$ cat config.mk
export PLATFORM = sky130hd
export DESIGN_NAME = refresh_rate_governor
export DESIGN_NICKNAME = d
export VERILOG_FILES = /design/src/sv/rrg_pkg.sv /design/src/sv/rrg_target_sel.sv /design/src/sv/rrg_dist_unit.sv /design/src/sv/rrg_mode_table.sv /design/src/sv/refresh_rate_governor.sv
export SDC_FILE = /design/constraint.sdc
export NUM_CORES = 1
export LEC_CHECK = 0
export BUFFER_PORTS_ARGS = -buffer_cell sky130_fd_sc_hd__buf_4
export CAP_MARGIN = 30
export CORE_ASPECT_RATIO = 1.75
export CORE_UTILIZATION = 52
export DETAILED_ROUTE_END_ITERATION = 16
export GPL_TIMING_DRIVEN = 0
export PLACE_DENSITY = 0.79
export SLEW_MARGIN = 5
export SYNTH_ARGS = -nofsm -noshare
export SYNTH_HDL_FRONTEND = slang
export SYNTH_SLANG_ARGS = --single-unit
$ cat constraint.sdc
create_clock -name clk -period 18.8 [get_ports clk]
set_clock_uncertainty 0.05 [all_clocks]
set_input_delay 2.82 -clock clk [delete_from_list [all_inputs] [get_ports clk]]
set_output_delay 2.82 -clock clk [all_outputs]
set_load 0.05 [all_outputs]
$ cat src/sv/rrg_pkg.sv
// Shared types, widths and codes for the refresh rate governor.
package rrg_pkg;

    localparam int MODE_SLOTS_DEF = 16;

    localparam int RATE_W     = 10;
    localparam int CONF_W     = 8;
    localparam int MS_W       = 16;
    localparam int COUNT_W    = 5;
    localparam int SLOT_W     = 4;
    localparam int MODE_W     = 2;
    localparam int STATUS_W   = 2;
    localparam int CFG_DATA_W = 16;
    localparam int CFG_IDX_W  = 3;
    localparam int BEST_W     = 5;

    localparam logic [RATE_W:0]   RATE_NONE   = '1;
    localparam logic [CONF_W:0]   CONF_NONE   = '1;
    localparam logic [BEST_W-1:0] CLOSE_LIMIT = BEST_W'(30);

    localparam logic [MODE_W-1:0] MODE_EVAL  = 2'd0;
    localparam logic [MODE_W-1:0] MODE_WRITE = 2'd1;
    localparam logic [MODE_W-1:0] MODE_INVAL = 2'd2;

    localparam logic [STATUS_W-1:0] STATUS_EXACT = 2'd0;
    localparam logic [STATUS_W-1:0] STATUS_CLOSE = 2'd1;
    localparam logic [STATUS_W-1:0] STATUS_NONE  = 2'd2;

    localparam logic [CFG_IDX_W-1:0] REG_OFFSCREEN  = 3'd0;
    localparam logic [CFG_IDX_W-1:0] REG_MIN_PHYS   = 3'd1;
    localparam logic [CFG_IDX_W-1:0] REG_DEF_IDLE   = 3'd2;
    localparam logic [CFG_IDX_W-1:0] REG_MAX_PHYS   = 3'd3;
    localparam logic [CFG_IDX_W-1:0] REG_PS_MAX     = 3'd4;
    localparam logic [CFG_IDX_W-1:0] REG_SLACK      = 3'd5;
    localparam logic [CFG_IDX_W-1:0] REG_MODE_COUNT = 3'd6;

    localparam logic [RATE_W-1:0] DEF_IDLE_RESET = RATE_W'(60);
    localparam logic [RATE_W-1:0] PS_MAX_RESET   = RATE_W'(60);

    typedef struct packed {
        logic [RATE_W-1:0]  offscreen_rate;
        logic [RATE_W-1:0]  min_physical_rate;
        logic [RATE_W-1:0]  default_idle_rate;
        logic [RATE_W-1:0]  max_physical_rate;
        logic [RATE_W-1:0]  power_save_max_rate;
        logic [MS_W-1:0]    touch_slack_ms;
        logic [COUNT_W-1:0] mode_count;
    } cfg_regs_t;

    typedef struct packed {
        logic              equal;
        logic              closer;
        logic [RATE_W-1:0] diff;
    } dist_res_t;

endpackage

$ cat src/sv/rrg_target_sel.sv
// Target rate selection, panel clamp and repeat suppression.
module rrg_target_sel
    import rrg_pkg::*;
(
    input  cfg_regs_t         cfg,
    input  logic              screen_on,
    input  logic              brightness_clamp,
    input  logic              touching,
    input  logic [MS_W-1:0]   ms_since_touch,
    input  logic              power_save,
    input  logic [RATE_W-1:0] idle_rate,
    input  logic [RATE_W-1:0] engaged_rate,
    input  logic [RATE_W:0]   last_set_rate,
    output logic [RATE_W-1:0] target,
    output logic              go
);

    logic [RATE_W-1:0] raw;
    logic              drop_raw;

    always_comb
    begin
        if (!screen_on)
        begin
            raw = cfg.offscreen_rate;
        end
        else if (brightness_clamp)
        begin
            raw = (cfg.min_physical_rate != '0) ? cfg.min_physical_rate
                                                : cfg.default_idle_rate;
        end
        else if (touching || (ms_since_touch < cfg.touch_slack_ms))
        begin
            raw = (power_save && (engaged_rate > cfg.power_save_max_rate))
                ? cfg.power_save_max_rate : engaged_rate;
        end
        else
        begin
            raw = idle_rate;
        end
        drop_raw = (raw == '0) || ({1'b0, raw} == last_set_rate);
        target = ((cfg.max_physical_rate != '0) && (raw > cfg.max_physical_rate))
               ? cfg.max_physical_rate : raw;
        go = !drop_raw && ({1'b0, target} != last_set_rate);
    end

endmodule

$ cat src/sv/rrg_dist_unit.sv
// Shared distance unit: absolute rate difference and compare against best.
module rrg_dist_unit
    import rrg_pkg::*;
(
    input  logic [RATE_W-1:0] entry_rate,
    input  logic [RATE_W-1:0] want_rate,
    input  logic [BEST_W-1:0] best,
    output dist_res_t         res
);

    always_comb
    begin
        res.diff   = (entry_rate > want_rate) ? (entry_rate - want_rate)
                                              : (want_rate - entry_rate);
        res.equal  = (entry_rate == want_rate);
        res.closer = (res.diff < {{(RATE_W-BEST_W){1'b0}}, best});
    end

endmodule

$ cat src/sv/rrg_mode_table.sv
// Mode table memory: one write port, one registered read port.
module rrg_mode_table
    import rrg_pkg::*;
#(
    parameter int SLOTS = MODE_SLOTS_DEF,
    parameter int AW    = 4
)
(
    input  logic              clk,
    input  logic              we,
    input  logic [AW-1:0]     waddr,
    input  logic [RATE_W-1:0] wrate,
    input  logic [CONF_W-1:0] wconf,
    input  logic              re,
    input  logic [AW-1:0]     raddr,
    output logic [RATE_W-1:0] rrate,
    output logic [CONF_W-1:0] rconf
);

    logic [RATE_W+CONF_W-1:0] mem [SLOTS];
    logic [RATE_W+CONF_W-1:0] rdata_reg;

    always_ff @(posedge clk)
    begin
        if (we)
        begin
            mem[waddr] <= {wrate, wconf};
        end
    end

    always_ff @(posedge clk)
    begin
        if (re)
        begin
            rdata_reg <= mem[raddr];
        end
    end

    assign rrate = rdata_reg[RATE_W+CONF_W-1:CONF_W];
    assign rconf = rdata_reg[CONF_W-1:0];

endmodule

$ cat src/sv/refresh_rate_governor.sv
// Refresh rate governor top level: config registers, cache and lookup sequencer.
//
//  channel   handshake            payload
//  item      start / busy         mode .. entry_config
//  result    result_valid strobe  status, applied_rate, config_id
//  config    cfg_we               cfg_index, cfg_data
//
// Table writes, invalidates, suppressed evaluations and cache hits leave busy
// low; a cache hit shows its result in the cycle after start.
// A cache miss walks the mode table through the single read port and the
// shared distance unit, reading n = min(mode_count, MODE_SLOTS) entries;
// the result is shown in the same cycle that busy falls.
// Reset clears the cache and last rate; the table is undefined until written.
// The receiver cannot stall results.
module refresh_rate_governor
    import rrg_pkg::*;
#(
    parameter int MODE_SLOTS = MODE_SLOTS_DEF
)
(
    input  logic                  clk,
    input  logic                  rst_n,
    input  logic                  start,
    output logic                  busy,
    input  logic [MODE_W-1:0]     mode,
    input  logic                  screen_on,
    input  logic                  brightness_clamp,
    input  logic                  touching,
    input  logic [MS_W-1:0]       ms_since_touch,
    input  logic                  power_save,
    input  logic [RATE_W-1:0]     idle_rate,
    input  logic [RATE_W-1:0]     engaged_rate,
    input  logic [SLOT_W-1:0]     entry_index,
    input  logic [RATE_W-1:0]     entry_rate,
    input  logic [CONF_W-1:0]     entry_config,
    input  logic                  cfg_we,
    input  logic [CFG_IDX_W-1:0]  cfg_index,
    input  logic [CFG_DATA_W-1:0] cfg_data,
    output logic                  result_valid,
    output logic [STATUS_W-1:0]   status,
    output logic [RATE_W-1:0]     applied_rate,
    output logic [CONF_W-1:0]     config_id
);

    localparam int AW = (MODE_SLOTS > 1) ? $clog2(MODE_SLOTS) : 1;
    localparam int CW = $clog2(MODE_SLOTS + 1);

    typedef enum logic {
        ST_IDLE,
        ST_SCAN
    } state_t;

    state_t              state_reg, state_next;
    cfg_regs_t           cfg_reg, cfg_next;
    logic [RATE_W:0]     last_reg, last_next;
    logic [RATE_W:0]     cached_rate_reg, cached_rate_next;
    logic [CONF_W:0]     cached_conf_reg, cached_conf_next;
    logic [STATUS_W-1:0] cached_status_reg, cached_status_next;
    logic [CW-1:0]       idx_reg, idx_next;
    logic                pend_reg, pend_next;
    logic [RATE_W-1:0]   rate_reg, rate_next;
    logic [BEST_W-1:0]   best_reg, best_next;
    logic                exact_reg, exact_next;
    logic [CONF_W-1:0]   exact_conf_reg, exact_conf_next;
    logic                close_reg, close_next;
    logic [CONF_W-1:0]   close_conf_reg, close_conf_next;
    logic                valid_reg, valid_next;
    logic [STATUS_W-1:0] status_reg, status_next;
    logic [RATE_W-1:0]   applied_reg, applied_next;
    logic [CONF_W-1:0]   conf_id_reg, conf_id_next;

    logic                accept;
    logic [RATE_W-1:0]   target;
    logic                target_go;
    logic [31:0]         count_wide;
    logic [CW-1:0]       n_lim;
    logic                rd_en;
    logic [31:0]         slot_wide;
    logic                tbl_we;
    logic [RATE_W-1:0]   rd_rate;
    logic [CONF_W-1:0]   rd_conf;
    dist_res_t           cmp_res;
    logic [STATUS_W-1:0] fin_status;
    logic [CONF_W:0]     fin_conf;

    assign accept     = start && (state_reg == ST_IDLE);
    assign count_wide = 32'(cfg_reg.mode_count);
    assign n_lim      = (count_wide > 32'(MODE_SLOTS)) ? CW'(MODE_SLOTS) : CW'(count_wide);
    assign rd_en      = (state_reg == ST_SCAN) && (idx_reg < n_lim);
    assign slot_wide  = 32'(entry_index);
    assign tbl_we     = accept && (mode == MODE_WRITE) && (slot_wide < 32'(MODE_SLOTS));

    rrg_target_sel u_target (
        .cfg              (cfg_reg),
        .screen_on        (screen_on),
        .brightness_clamp (brightness_clamp),
        .touching         (touching),
        .ms_since_touch   (ms_since_touch),
        .power_save       (power_save),
        .idle_rate        (idle_rate),
        .engaged_rate     (engaged_rate),
        .last_set_rate    (last_reg),
        .target           (target),
        .go               (target_go)
    );

    rrg_mode_table #(
        .SLOTS (MODE_SLOTS),
        .AW    (AW)
    ) u_table (
        .clk   (clk),
        .we    (tbl_we),
        .waddr (slot_wide[AW-1:0]),
        .wrate (entry_rate),
        .wconf (entry_config),
        .re    (rd_en),
        .raddr (idx_reg[AW-1:0]),
        .rrate (rd_rate),
        .rconf (rd_conf)
    );

    rrg_dist_unit u_dist (
        .entry_rate (rd_rate),
        .want_rate  (rate_reg),
        .best       (best_reg),
        .res        (cmp_res)
    );

    always_comb
    begin
        if (exact_reg)
        begin
            fin_status = STATUS_EXACT;
            fin_conf   = {1'b0, exact_conf_reg};
        end
        else if (close_reg)
        begin
            fin_status = STATUS_CLOSE;
            fin_conf   = {1'b0, close_conf_reg};
        end
        else
        begin
            fin_status = STATUS_NONE;
            fin_conf   = CONF_NONE;
        end
    end

    always_comb
    begin
        state_next         = state_reg;
        cfg_next           = cfg_reg;
        last_next          = last_reg;
        cached_rate_next   = cached_rate_reg;
        cached_conf_next   = cached_conf_reg;
        cached_status_next = cached_status_reg;
        idx_next           = idx_reg;
        pend_next          = rd_en;
        rate_next          = rate_reg;
        best_next          = best_reg;
        exact_next         = exact_reg;
        exact_conf_next    = exact_conf_reg;
        close_next         = close_reg;
        close_conf_next    = close_conf_reg;
        valid_next         = 1'b0;
        status_next        = status_reg;
        applied_next       = applied_reg;
        conf_id_next       = conf_id_reg;

        if (cfg_we)
        begin
            case (cfg_index)
                REG_OFFSCREEN:  cfg_next.offscreen_rate      = cfg_data[RATE_W-1:0];
                REG_MIN_PHYS:   cfg_next.min_physical_rate   = cfg_data[RATE_W-1:0];
                REG_DEF_IDLE:   cfg_next.default_idle_rate   = cfg_data[RATE_W-1:0];
                REG_MAX_PHYS:   cfg_next.max_physical_rate   = cfg_data[RATE_W-1:0];
                REG_PS_MAX:     cfg_next.power_save_max_rate = cfg_data[RATE_W-1:0];
                REG_SLACK:      cfg_next.touch_slack_ms      = cfg_data[MS_W-1:0];
                REG_MODE_COUNT: cfg_next.mode_count          = cfg_data[COUNT_W-1:0];
                default:        cfg_next = cfg_reg;
            endcase
        end

        case (state_reg)
            ST_IDLE:
            begin
                if (accept && (mode == MODE_EVAL) && target_go)
                begin
                    if ({1'b0, target} == cached_rate_reg)
                    begin
                        valid_next   = 1'b1;
                        status_next  = cached_status_reg;
                        applied_next = target;
                        conf_id_next = (cached_status_reg == STATUS_NONE)
                                     ? '0 : cached_conf_reg[CONF_W-1:0];
                        if (cached_status_reg != STATUS_NONE)
                        begin
                            last_next = {1'b0, target};
                        end
                    end
                    else
                    begin
                        rate_next  = target;
                        idx_next   = '0;
                        best_next  = CLOSE_LIMIT;
                        exact_next = 1'b0;
                        close_next = 1'b0;
                        state_next = ST_SCAN;
                    end
                end
                else if (accept && (mode == MODE_INVAL))
                begin
                    cached_rate_next   = RATE_NONE;
                    cached_conf_next   = CONF_NONE;
                    cached_status_next = STATUS_NONE;
                    last_next          = RATE_NONE;
                end
            end
            ST_SCAN:
            begin
                if (pend_reg)
                begin
                    if (cmp_res.equal && !exact_reg)
                    begin
                        exact_next      = 1'b1;
                        exact_conf_next = rd_conf;
                    end
                    if (cmp_res.closer)
                    begin
                        best_next       = cmp_res.diff[BEST_W-1:0];
                        close_next      = 1'b1;
                        close_conf_next = rd_conf;
                    end
                end
                if (rd_en)
                begin
                    idx_next = idx_reg + CW'(1);
                end
                else if (!pend_reg)
                begin
                    valid_next         = 1'b1;
                    status_next        = fin_status;
                    applied_next       = rate_reg;
                    conf_id_next       = (fin_status == STATUS_NONE) ? '0 : fin_conf[CONF_W-1:0];
                    cached_rate_next   = {1'b0, rate_reg};
                    cached_conf_next   = fin_conf;
                    cached_status_next = fin_status;
                    if (fin_status != STATUS_NONE)
                    begin
                        last_next = {1'b0, rate_reg};
                    end
                    state_next = ST_IDLE;
                end
            end
            default:
            begin
                state_next = ST_IDLE;
            end
        endcase
    end

    always_ff @(posedge clk or negedge rst_n)
    begin
        if (!rst_n)
        begin
            state_reg                     <= ST_IDLE;
            cfg_reg.offscreen_rate        <= '0;
            cfg_reg.min_physical_rate     <= '0;
            cfg_reg.default_idle_rate     <= DEF_IDLE_RESET;
            cfg_reg.max_physical_rate     <= '0;
            cfg_reg.power_save_max_rate   <= PS_MAX_RESET;
            cfg_reg.touch_slack_ms        <= '0;
            cfg_reg.mode_count            <= '0;
            last_reg                      <= RATE_NONE;
            cached_rate_reg               <= RATE_NONE;
            cached_conf_reg               <= CONF_NONE;
            cached_status_reg             <= STATUS_NONE;
            pend_reg                      <= 1'b0;
            valid_reg                     <= 1'b0;
        end
        else
        begin
            state_reg         <= state_next;
            cfg_reg           <= cfg_next;
            last_reg          <= last_next;
            cached_rate_reg   <= cached_rate_next;
            cached_conf_reg   <= cached_conf_next;
            cached_status_reg <= cached_status_next;
            pend_reg          <= pend_next;
            valid_reg         <= valid_next;
        end
    end

    always_ff @(posedge clk)
    begin
        idx_reg        <= idx_next;
        rate_reg       <= rate_next;
        best_reg       <= best_next;
        exact_reg      <= exact_next;
        exact_conf_reg <= exact_conf_next;
        close_reg      <= close_next;
        close_conf_reg <= close_conf_next;
        status_reg     <= status_next;
        applied_reg    <= applied_next;
        conf_id_reg    <= conf_id_next;
    end

    assign busy         = (state_reg == ST_SCAN);
    assign result_valid = valid_reg;
    assign status       = status_reg;
    assign applied_rate = applied_reg;
    assign config_id    = conf_id_reg;

`ifndef SYNTH
    a_no_result_while_busy: assert property (@(posedge clk) disable iff (!rst_n)
        busy |-> !result_valid)
        else $error("result strobe during table walk");

    a_none_has_zero_id: assert property (@(posedge clk) disable iff (!rst_n)
        (result_valid && (status == STATUS_NONE)) |-> (config_id == '0))
        else $error("unmapped result carries a config id");

    a_last_tracks_result: assert property (@(posedge clk) disable iff (!rst_n)
        (result_valid && (status != STATUS_NONE)) |-> (last_reg == {1'b0, applied_rate}))
        else $error("last set rate does not follow mapped result");

    a_read_only_in_scan: assert property (@(posedge clk) disable iff (!rst_n)
        pend_reg |-> (state_reg == ST_SCAN))
        else $error("table read pending outside walk");
`endif

endmodule

# --- Word level (Yosys, flattened, before mapping) ---
# Memories as Yosys holds them, arrays and structs flattened. A register that Yosys moved wholly into a read port is not among the register bits.
# Cells that the tools add are included.
word_totals:
  input_bits: 87
  memories: 1
  wordCells: 183
  ramBits: 288
  ff_bits: 164
  out_inout_bits: 22
op_classes:
  mux: 78
  add_sub_neg: 3
  n_bitwise: 2
  eq_ne: 31
  n_lt_le_gt_ge: 8
  reduce_logical: 36
mem_list:
  columns: ["name", "depth", "width", "rd", "rd_clocked_by_memory_dff", "write_ports", "line_no", "text"]
  rows:
  - ["u_table.mem", 16, 18, 1, 1, 1, "rrg_mode_table.sv:20", "logic [RATE_W+CONF_W-1:0] mem [SLOTS];"]
ops:
  columns: ["cell", "count"]
  rows:
  - ["10-bit two-way mux", 11]
  - ["11-bit two-way mux", 10]
  - ["8-bit two-way mux", 12]
  - ["11-bit case mux with 2 select lines", 2]
  - ["5-bit two-way mux", 8]
  - ["8-bit case mux with 2 select lines", 2]
  - ["10-bit > comparator", 3]
  - ["10-bit by 11-bit equality test with 1-bit output", 2]
  - ["10-bit case mux with 2 select lines", 1]
  - ["5-bit case mux with 2 select lines", 2]
  - ["10-bit nonzero test", 2]
  - ["10-bit subtractor", 2]
  - ["16-bit less-than comparator", 1]
  - ["1-bit two-way mux", 16]
  - ["2-bit two-way mux", 8]
  - ["2-bit by 1-bit inequality test with 1-bit output (second input constant)", 8]
  - ["4-bit AND reduction", 4]
  - ["2-bit AND reduction", 7]
  - ["2-bit inequality test (second input constant)", 6]
  - ["3-bit AND reduction", 4]
  - ["1-bit logical AND", 11]
  - ["10-bit by 11-bit inequality test with 1-bit output", 1]
  - ["10-bit equality test", 1]
  - ["10-bit zero test", 1]
  - ["20 further kinds", 33]

# --- Depth between registers and ports, before layout ---
# Gate-level depths: netlist (run 1).
depth:
  depth_word: 14
  depth_mapped: 25

# --- By module ---
# Synthesis (run 1) repeated with hierarchy kept, for this count alone.
unflattened:
  hier_cells: 1400
  hier_area_um2: 21489.4
modules_own_cells:
  columns: ["mod", "cells_per_inst", "seq_area_each_um2", "n_inst", "area_per_inst_um2"]
  rows:
  - ["rrg_mode_table", 482, 9188.8, 1, 11502.3]
  - ["refresh_rate_governor", 455, 4443.0, 1, 6756.5]
  - ["rrg_target_sel", 306, 0.0, 1, 2068.2]
  - ["rrg_dist_unit", 157, 0.0, 1, 1162.4]

# --- Least setup slack after synthesis (run 1) ---
# Ideal clock, no wire load.
synth_timing:
  path_type: "in2reg"
  from: "in engaged_rate[5]"
  to: "reg applied_reg[0], in the netlist applied_rate[0], enable pin"
  slack_ns: 10.241
  stages: 21
  n_path_buf: 2
  arrival_time_ns: 8.112
  t_required_ns: 18.353
  setup_time_ns: 0.397
  cell_sequence: "ha_1 > nand4_1 > a211o_1 > o2111a_1 > nand2b_1 > buf_2 > a211oi_1 > o21ai_1 > ha_1 > or4_1 > a2111oi_2 > or3_2 > buf_6 > mux2_2 > a41oi_1 > xnor2_1 > o211ai_1 > a221oi_1 > o2111a_1 > a21oi_1 > nor2_1"
synth_via:
  elab_chain_len: 14
  word_cells_on_any_way: 20
  cone_classes: "order compare: 2; eq/ne: 5; mux: 5; reduce/logical: 8"
synth_lines:
  columns: ["item", "line_no", "text"]
  rows:
  - ["start: declaration", "refresh_rate_governor.sv:32", "input logic [RATE_W-1:0] engaged_rate,"]
  - ["10-bit > comparator", "rrg_target_sel.sv:34", "raw = (power_save && (engaged_rate > cfg.power_save_max_rate))"]
  - ["1-bit logical AND", "rrg_target_sel.sv:34", null]
  - ["10-bit two-way mux *", "rrg_target_sel.sv:35", "? cfg.power_save_max_rate : engaged_rate;"]
  - ["10-bit two-way mux *", "rrg_target_sel.sv:32", "else if (touching || (ms_since_touch < cfg.touch_slack_ms))"]
  - ["10-bit two-way mux *", "rrg_target_sel.sv:27", "else if (brightness_clamp)"]
  - ["10-bit two-way mux *", "rrg_target_sel.sv:23", "if (!screen_on)"]
  - ["10-bit > comparator", "rrg_target_sel.sv:42", "target = ((cfg.max_physical_rate != '0) && (raw > cfg.max_physical_rate))"]
  - ["1-bit logical AND", "rrg_target_sel.sv:42", null]
  - ["10-bit two-way mux *", "rrg_target_sel.sv:43", "? cfg.max_physical_rate : raw;"]
  - ["named net target[6]", "refresh_rate_governor.sv:73", "logic [RATE_W-1:0] target;"]
  - ["10-bit by 11-bit inequality test with 1-bit output", "rrg_target_sel.sv:44", "go = !drop_raw && ({1'b0, target} != last_set_rate);"]
  - ["1-bit logical AND", "rrg_target_sel.sv:44", null]
  - ["1-bit logical AND", "refresh_rate_governor.sv:186", "if (accept && (mode == MODE_EVAL) && target_go)"]
  - ["2-bit by 1-bit inequality test with 1-bit output (no line)", null, null]
  - ["4-bit AND reduction (no line) *", null, null]
  - ["end signal: assignment", "refresh_rate_governor.sv:303", "applied_reg <= applied_next;"]
  - ["end: declaration", "refresh_rate_governor.sv:69", "logic [RATE_W-1:0] applied_reg, applied_next;"]
# The timed path passes the listed nets; every way through them passes the cells marked *.
# A chain may end at the register's enable or synchronous reset.

# --- Worst setup path in the final report (run 1) ---
layout_timing:
  from: "in ms_since_touch[2]"
  to: "reg applied_reg[9], in the netlist applied_rate[9], enable pin"
layout_via:
  elab_chain_len: 13
  word_cells_on_any_way: 19
  cone_classes: "order compare: 2; eq/ne: 5; mux: 4; reduce/logical: 8"
layout_lines:
  columns: ["item", "line_no", "text"]
  rows:
  - ["start: declaration", "refresh_rate_governor.sv:29", "input logic [MS_W-1:0] ms_since_touch,"]
  - ["16-bit less-than comparator *", "rrg_target_sel.sv:32", null]
  - ["1-bit logical OR *", "rrg_target_sel.sv:32", null]
  - ["10-bit two-way mux *", "rrg_target_sel.sv:32", null]
  - ["10-bit two-way mux *", "rrg_target_sel.sv:27", null]
  - ["10-bit two-way mux *", "rrg_target_sel.sv:23", null]
  - ["10-bit > comparator", "rrg_target_sel.sv:42", null]
  - ["1-bit logical AND", "rrg_target_sel.sv:42", null]
  - ["10-bit two-way mux *", "rrg_target_sel.sv:43", null]
  - ["named net target[6]", "refresh_rate_governor.sv:73", null]
  - ["10-bit by 11-bit inequality test with 1-bit output", "rrg_target_sel.sv:44", null]
  - ["1-bit logical AND", "rrg_target_sel.sv:44", null]
  - ["1-bit logical AND", "refresh_rate_governor.sv:186", null]
  - ["2-bit by 1-bit inequality test with 1-bit output (no line)", null, null]
  - ["4-bit AND reduction (no line) *", null, null]
# Marks and branches as above.

==> results of run 1 <==
[power by group through the flow]
stage	logic (mW)	clock network (mW)	registers (mW)
final	1.01	0.919	1.37
after global routing	1.08	0.963	1.38
after CTS	1.01	0.929	1.37
after detailed placement	0.989	0	1.39
after global placement	0.941	0	1.38
after floorplan	0.610	0	1.41
[layer usage]
| metal | vias to the layer above | wire [µm] | GRT usage (%) |
|---|---|---|---|
| li1 | 5707 | - | - |
| met1 | 6527 | 18000 | 27.7 |
| met2 | 573 | 30900 | 52.9 |
| met3 | 215 | 2930 | 3.94 |
| met4 | 0 | 4470 | 20.5 |
| met5 | - | 0 | 0 |
[worst paths after layout]
path / start / end / cells past startpoint
setup / recovery: ms_since_touch[2] / applied_rate[9]$_DFFE_PP_ / 24
hold / removal: u_table.rdata_reg[5]$_DFFE_PP_ / exact_conf_reg[5]$_DFFE_PP_ / 0
setup reg to reg: cfg_reg[25]$_DFFE_PN1P_ / applied_rate[9]$_DFFE_PP_ / 24
hold reg to reg: u_table.rdata_reg[5]$_DFFE_PP_ / exact_conf_reg[5]$_DFFE_PP_ / 0
max in group asynchronous: rst_n / last_reg[9]$_DFFE_PN1P_ / 2
min in group asynchronous: rst_n / cfg_reg[9]$_DFFE_PN0P_ / 1
[cell type report]
type	instances	area [µm²]	share of cell area [%]
plain buffers	53	230	0.935
well taps	495	619	2.51
inverters	89	334	1.36
clock inverters	24	364	1.48
repair buffers	140	1330	5.40
multi-input cells	771	7020	28.5
clock buffers	50	1100	4.48
flip-flops and latches	470	13600	55.3
[per-stage QoR]
step / util [%] / total power [mW] / setup WS [ns]
after CTS: 61.5 / 3.30 / 9.24
after floorplan: - / 2.02 / 10.24
after global routing: 61.5 / 3.42 / 8.77
after global placement: 56.3 / 2.33 / 7.90
after detailed placement: 57.8 / 2.38 / 8.72
final: 61.5 / 3.29 / 8.97
[cells by family after synthesis]
| group | synth area share, % |
|---|---|
| muxes | 13.7 |
| buffers and inverters | 2.67 |
| DFF | 64.5 |
| xor gates and xnor gates | 1.28 |
| adders and majority gates | 3.92 |
| and+or+nand+nor | 6.18 |
| AOI/OAI and AO/OA | 7.82 |
[cell usage in the layout, fill, tap and decap left out, drive strengths merged, types with 26 or more instances in the layout]
cell / count
mux4: 90
o21ai: 49
nand2: 74
ha: 63
dfrtp: 67
clkbuf: 82
a21oi: 66
mux2: 69
inv: 89
nor2: 80
edfxtp: 364
dfstp: 39
buf: 161
nor3: 26
==> impl_metrics.json, run 1 <==
{
  "antenna_found_initial": 0,
  "fillers": 2906,
  "finalCritPeriodShare_pct": 52.3,
  "ir_drop_v": 0.0000877,
  "clockBufferDepth": 3,
  "run_status": "completed",
  "final_cells": 2092,
  "hold_path_class": "reg -> reg",
  "dp_hpwl_mm": 40.4,
  "grt_max_degree": 68,
  "power.net_switching_mw": 1.06,
  "timing.hold.ws_ns": 0.396,
  "relSlewSlack_pct": 28.9,
  "drv_slew": 0,
  "worst_slew_pin_slew_ns": 1.07,
  "vias": 13022,
  "grt_pass1_vias": 13834,
  "drc": 0,
  "power_density_mw_per_mm2": 134,
  "slowest_delay_ns": 0.72,
  "synthCells": 1383,
  "syn_area_per_cell_um2": 15.3,
  "crit_chain": "buf_4, ha_1, a211oi_1, o21ai_0, a21oi_1, o211ai_2, buf_2, a211oi_1, o21ai_1, ha_1, nand4_1, a21oi_1, a2111oi_2, or3_2, buf_6, mux2_2, a41oi_1, xnor2_1, o211ai_1, a221oi_1, o2111a_1, a21oi_1, nor2_2, buf_8",
  "postCtsSetupRepairBufs": 0,
  "synthDistinctLibCells": 85,
  "layout-drive-gt1-share_pct": 28.2,
  "synth_most_common_cell": "edfxtp_1",
  "antennaDiodeCount": 0,
  "p_seq_share_pct": 41.5,
  "viasPerCell": 6.22,
  "ioPinCount": 109,
  "synth_commonest_cells": "364 x edfxtp_1, 90 x mux4_2, 87 x inv_1",
  "core_mm2": 0.0401,
  "post_cts_resized": 0,
  "syn-cell-area_mm2": 0.0212,
  "path_class": "in -> reg",
  "hold_buffers": 0,
  "syn2layout_area_growth_pct": 16.5,
  "combinationalPowerShare_pct": 30.6,
  "cts_inserted_buffers": 42,
  "critPathSlowestCell": "a41oi_1",
  "cp-end-kind": "flip-flop",
  "yosysTopAreaCellShare_pct": 51.7,
  "swShare_pct": 32.3,
  "drtAntennaViolNets": 0,
  "gp_congestion": 0.993,
  "cts_htree_levels": 2,
  "syn_nets": 1535,
  "place_inst": 2017,
  "initial_core_util_pct": 52.8,
  "p_clk_share_pct": 27.9,
  "dieArea_mm2": 0.0415,
  "clk_latency_ns": 0.57,
  "ys_seq_area_share_pct": 64.5,
  "drv_cap": 0,
  "tns_ns": 0,
  "yosys_warnings": 0,
  "rsz0062_at_grt": "no",
  "std_cell_rows": 97,
  "wl_per_cell_um": 26.9,
  "grt_pass1_wl_mm": 83.4,
  "worstPathMaxFanout": 12,
  "clk_pin_slew_ns": 0.06,
  "nets": 1719,
  "clockRootBuffer": "clkbuf_16",
  "routed_wl_mm": 56.2,
  "die_w_um": 154,
  "rrSetupSlack_ns": 10.88,
  "crit_required_ns": 19.01,
  "setup_viol": 0,
  "synth_edf_count": 364,
  "place_area_mm2": 0.0232,
  "ys_ff_latch": 470,
  "final_cell_area_mm2": 0.0246,
  "p_leak_nw": 8.96,
  "cp_common_cell": "a21oi_1",
  "critPathBufInv": 4,
  "critPathLaunchType": "input pin",
  "cts_sinks": 470,
  "yosys.area.top_type": "edfxtp_1",
  "die_y_um": 269,
  "cts_tree": "yes",
  "first_iter_violations": 892,
  "hold_viol": 0,
  "worstPathArrival_ns": 10.04,
  "synth_area_leaders": "edfxtp_1 52%, mux4_2 9.6%, dfrtp_1 7.9%, dfstp_2 4.8%, ha_1 3.7%",
  "async_flop_share_pct": 22.6,
  "p_int_mw": 2.23,
  "drt_pre_antenna_iters": 5,
  "largest_reg_flops": 288,
  "numPortBuffers": 106,
  "overflow": 0,
  "finalCriticalPeriod_ns": 9.83,
  "synthFlopType": "edfxtp_1",
  "grtUsageTotal_pct": 28.0,
  "fmax_mhz": 102,
  "crit_family": "compound AO/OA/AOI/OAI gates"
}
Power figures use the tool's default switching activity.
==> run 2, diff against run 1 <==
--- a/config.mk
+++ b/config.mk
@@ -11,7 +11,7 @@
 export CORE_UTILIZATION = 52
 export DETAILED_ROUTE_END_ITERATION = 16
 export GPL_TIMING_DRIVEN = 0
-export PLACE_DENSITY = 0.79
+export PLACE_DENSITY = 0.82
 export SLEW_MARGIN = 5
 export SYNTH_ARGS = -nofsm -noshare
 export SYNTH_HDL_FRONTEND = slang
==> constraint.sdc (replaced) <==
create_clock -name clk -period 8.5 [get_ports clk]
set_clock_uncertainty 0.05 [all_clocks]
set_input_delay 1.275 -clock clk [delete_from_list [all_inputs] [get_ports clk]]
set_output_delay 1.275 -clock clk [all_outputs]
set_load 0.05 [all_outputs]
==> run 2 against run 1 <==
  * Count of clock-buffer cells in the layout down 2
  * Cell count is the same
  * Wire length is 1.5% lower
  * Largest power group unchanged
  * Via count increased by 0.62%
  * Global-route usage shrank 0.26 points
  * Sequential cell count did not move
  * Setup slack worse by 8.5 ns
  * Largest cell class unchanged
  * Hold slack better by 0.012 ns
  * Critical path depth down 3
==> impl_metrics.json, run 2 (synthesized netlist as in run 1, its figures left out) <==
{
  "clockBufferDepth": 3,
  "postCtsSetupRepairBufs": 0,
  "cts_htree_levels": 2,
  "vias": 13103,
  "drt_pre_antenna_iters": 7,
  "slowest_delay_ns": 0.66,
  "cp-end-kind": "flip-flop",
  "ir_drop_v": 0.000233,
  "rr_worst_depth": 23,
  "antennaDiodeCount": 0,
  "drv_cap": 0,
  "hold_path_class": "reg -> reg",
  "rr_startpoint": "cfg_reg[26]$_DFFE_PN1P_",
  "cts_inserted_buffers": 41,
  "initial_core_util_pct": 52.8,
  "final_common_cell": "edfxtp_1",
  "die_y_um": 269,
  "post_cts_resized": 0,
  "numPortBuffers": 106,
  "grt_max_degree": 59,
  "critPathSlowestCell": "a41oi_1",
  "rrSetupSlack_ns": 0.84,
  "largest_reg_flops": 288,
  "wl_per_cell_um": 26.5,
  "finalCriticalPeriod_ns": 8.06,
  "run_status": "completed",
  "timing.hold.ws_ns": 0.408,
  "worstPathArrival_ns": 8.30,
  "crit_chain": "buf_4, ha_1, nand4_1, or3_1, o41a_1, o21ai_0, o21ai_1, ha_1, or4_1, a2111oi_2, or3_2, buf_6, mux2_2, a41oi_1, xnor2_1, o211ai_1, a221oi_1, o2111ai_1, nand2_1, inv_1, or2_1",
  "clk_pin_slew_ns": 0.07,
  "grtUsageTotal_pct": 27.7,
  "nets": 1717,
  "hold_viol": 0,
  "clockRootBuffer": "clkbuf_16",
  "dp_hpwl_mm": 39.5,
  "drv_slew": 0,
  "cts_tree": "yes",
  "setup_viol": 0,
  "std_cell_rows": 97,
  "place_inst": 2015,
  "fillers": 2919,
  "cp_common_cell": "ha_1",
  "finalCritPeriodShare_pct": 94.8,
  "layout_common_cells": "364 x edfxtp_1, 109 x buf_4, 90 x mux4_2, 87 x inv_1, 74 x nand2_1",
  "cts_sinks": 470,
  "grt_pass1_wl_mm": 83.4,
  "crit_family": "compound AO/OA/AOI/OAI gates",
  "tns_ns": 0,
  "rr_endpoint": "best_reg[2]$_SDFFCE_PN1P_",
  "drc": 0,
  "critPathBufInv": 3,
  "min_from": "u_table.rdata_reg[6]$_DFFE_PP_",
  "critPathLaunchType": "input pin",
  "path_class": "in -> reg",
  "ioPinCount": 109,
  "relSlewSlack_pct": 31.8,
  "p_leak_nw": 8.90,
  "die_w_um": 154,
  "gp_congestion": 0.999,
  "overflow": 0,
  "grt_pass1_vias": 13955,
  "holdPathEnd": "exact_conf_reg[6]$_DFFE_PP_",
  "core_mm2": 0.0401,
  "first_iter_violations": 1170,
  "layout-drive-gt1-share_pct": 28.3,
  "viasPerCell": 6.26,
  "clk_latency_ns": 0.57,
  "worst_slew_pin_slew_ns": 1.02,
  "final_cells": 2092,
  "drtAntennaViolNets": 0,
  "crit_required_ns": 8.74,
  "hold_buffers": 0,
  "worstPathMaxFanout": 12,
  "syn2layout_area_growth_pct": 15.7,
  "routed_wl_mm": 55.4,
  "antenna_found_initial": 0,
  "dieArea_mm2": 0.0415,
  "worstHoldPathCells": 0,
  "fmax_mhz": 124,
  "power_density_mw_per_mm2": 291,
  "rsz0062_at_grt": "no"
}
## run 2: cell types whose count changed in the layout (fill, tap and decap cells not counted), sizes merged
cell and change:
buf -1, bufinv -5, clkbuf -2, clkinv +5
clkinvlp +1, inv +2
## run 2: cell type report
cell class              count  area [µm²]  share of cell area, %
flip-flops and latches    470       13600                   55.7
multi-input cells         771        7020                   28.7
repair buffers            139        1280                   5.24
clock buffers              48        1090                   4.47
well taps                 495         619                   2.53
inverters                  89         334                   1.36
clock inverters            27         267                   1.09
plain buffers              53         230                  0.941
## run 2: metrics by stage
step	total power, mW	util [%]	cell area (µm²)	setup WS [ns]
2_1_floorplan	4.47	-	21200	1.49
5_1_grt	7.40	61.1	24500	0.219
6_report	7.12	61.1	24500	0.439
3_3_place_gp	5.11	56.3	22600	-0.615
3_5_place_dp	5.22	57.6	23100	0.0833
4_1_cts	7.12	61.0	24400	0.643
## run 2: power breakdown
group,switching [mW],total [mW],internal [mW],leakage (nW)
combinational,1.31,2.19,0.882,3.73
sequential,0.187,3.03,2.84,4.51
clock,0.840,1.90,1.06,0.661
## run 2: worst max path at each step
stage                             startpoint                   endpoint  slack (ns)  depth (start not counted)
after floorplan              engaged_rate[5]  applied_rate[0]$_DFFE_PP_        1.49                         21
after detailed placement   ms_since_touch[2]  applied_rate[8]$_DFFE_PP_        0.08                         23
final                     ms_since_touch[15]  best_reg[2]$_SDFFCE_PN1P_        0.44                         21
after CTS                  ms_since_touch[2]  applied_rate[8]$_DFFE_PP_        0.64                         23
after global placement    ms_since_touch[15]  applied_rate[9]$_DFFE_PP_       -0.62                         20
after global routing       ms_since_touch[2]  applied_rate[2]$_DFFE_PP_        0.22                         23
## run 2: layer usage
metal  part of all wire (%)  GRT usage (%)  vias to the layer above
met2                     55           51.8                      621
li1                       -              -                     5709
met3                    5.7           3.86                      203
met1                     32           28.4                     6570
met4                    7.3           19.4                        0
met5                      0              0                        -
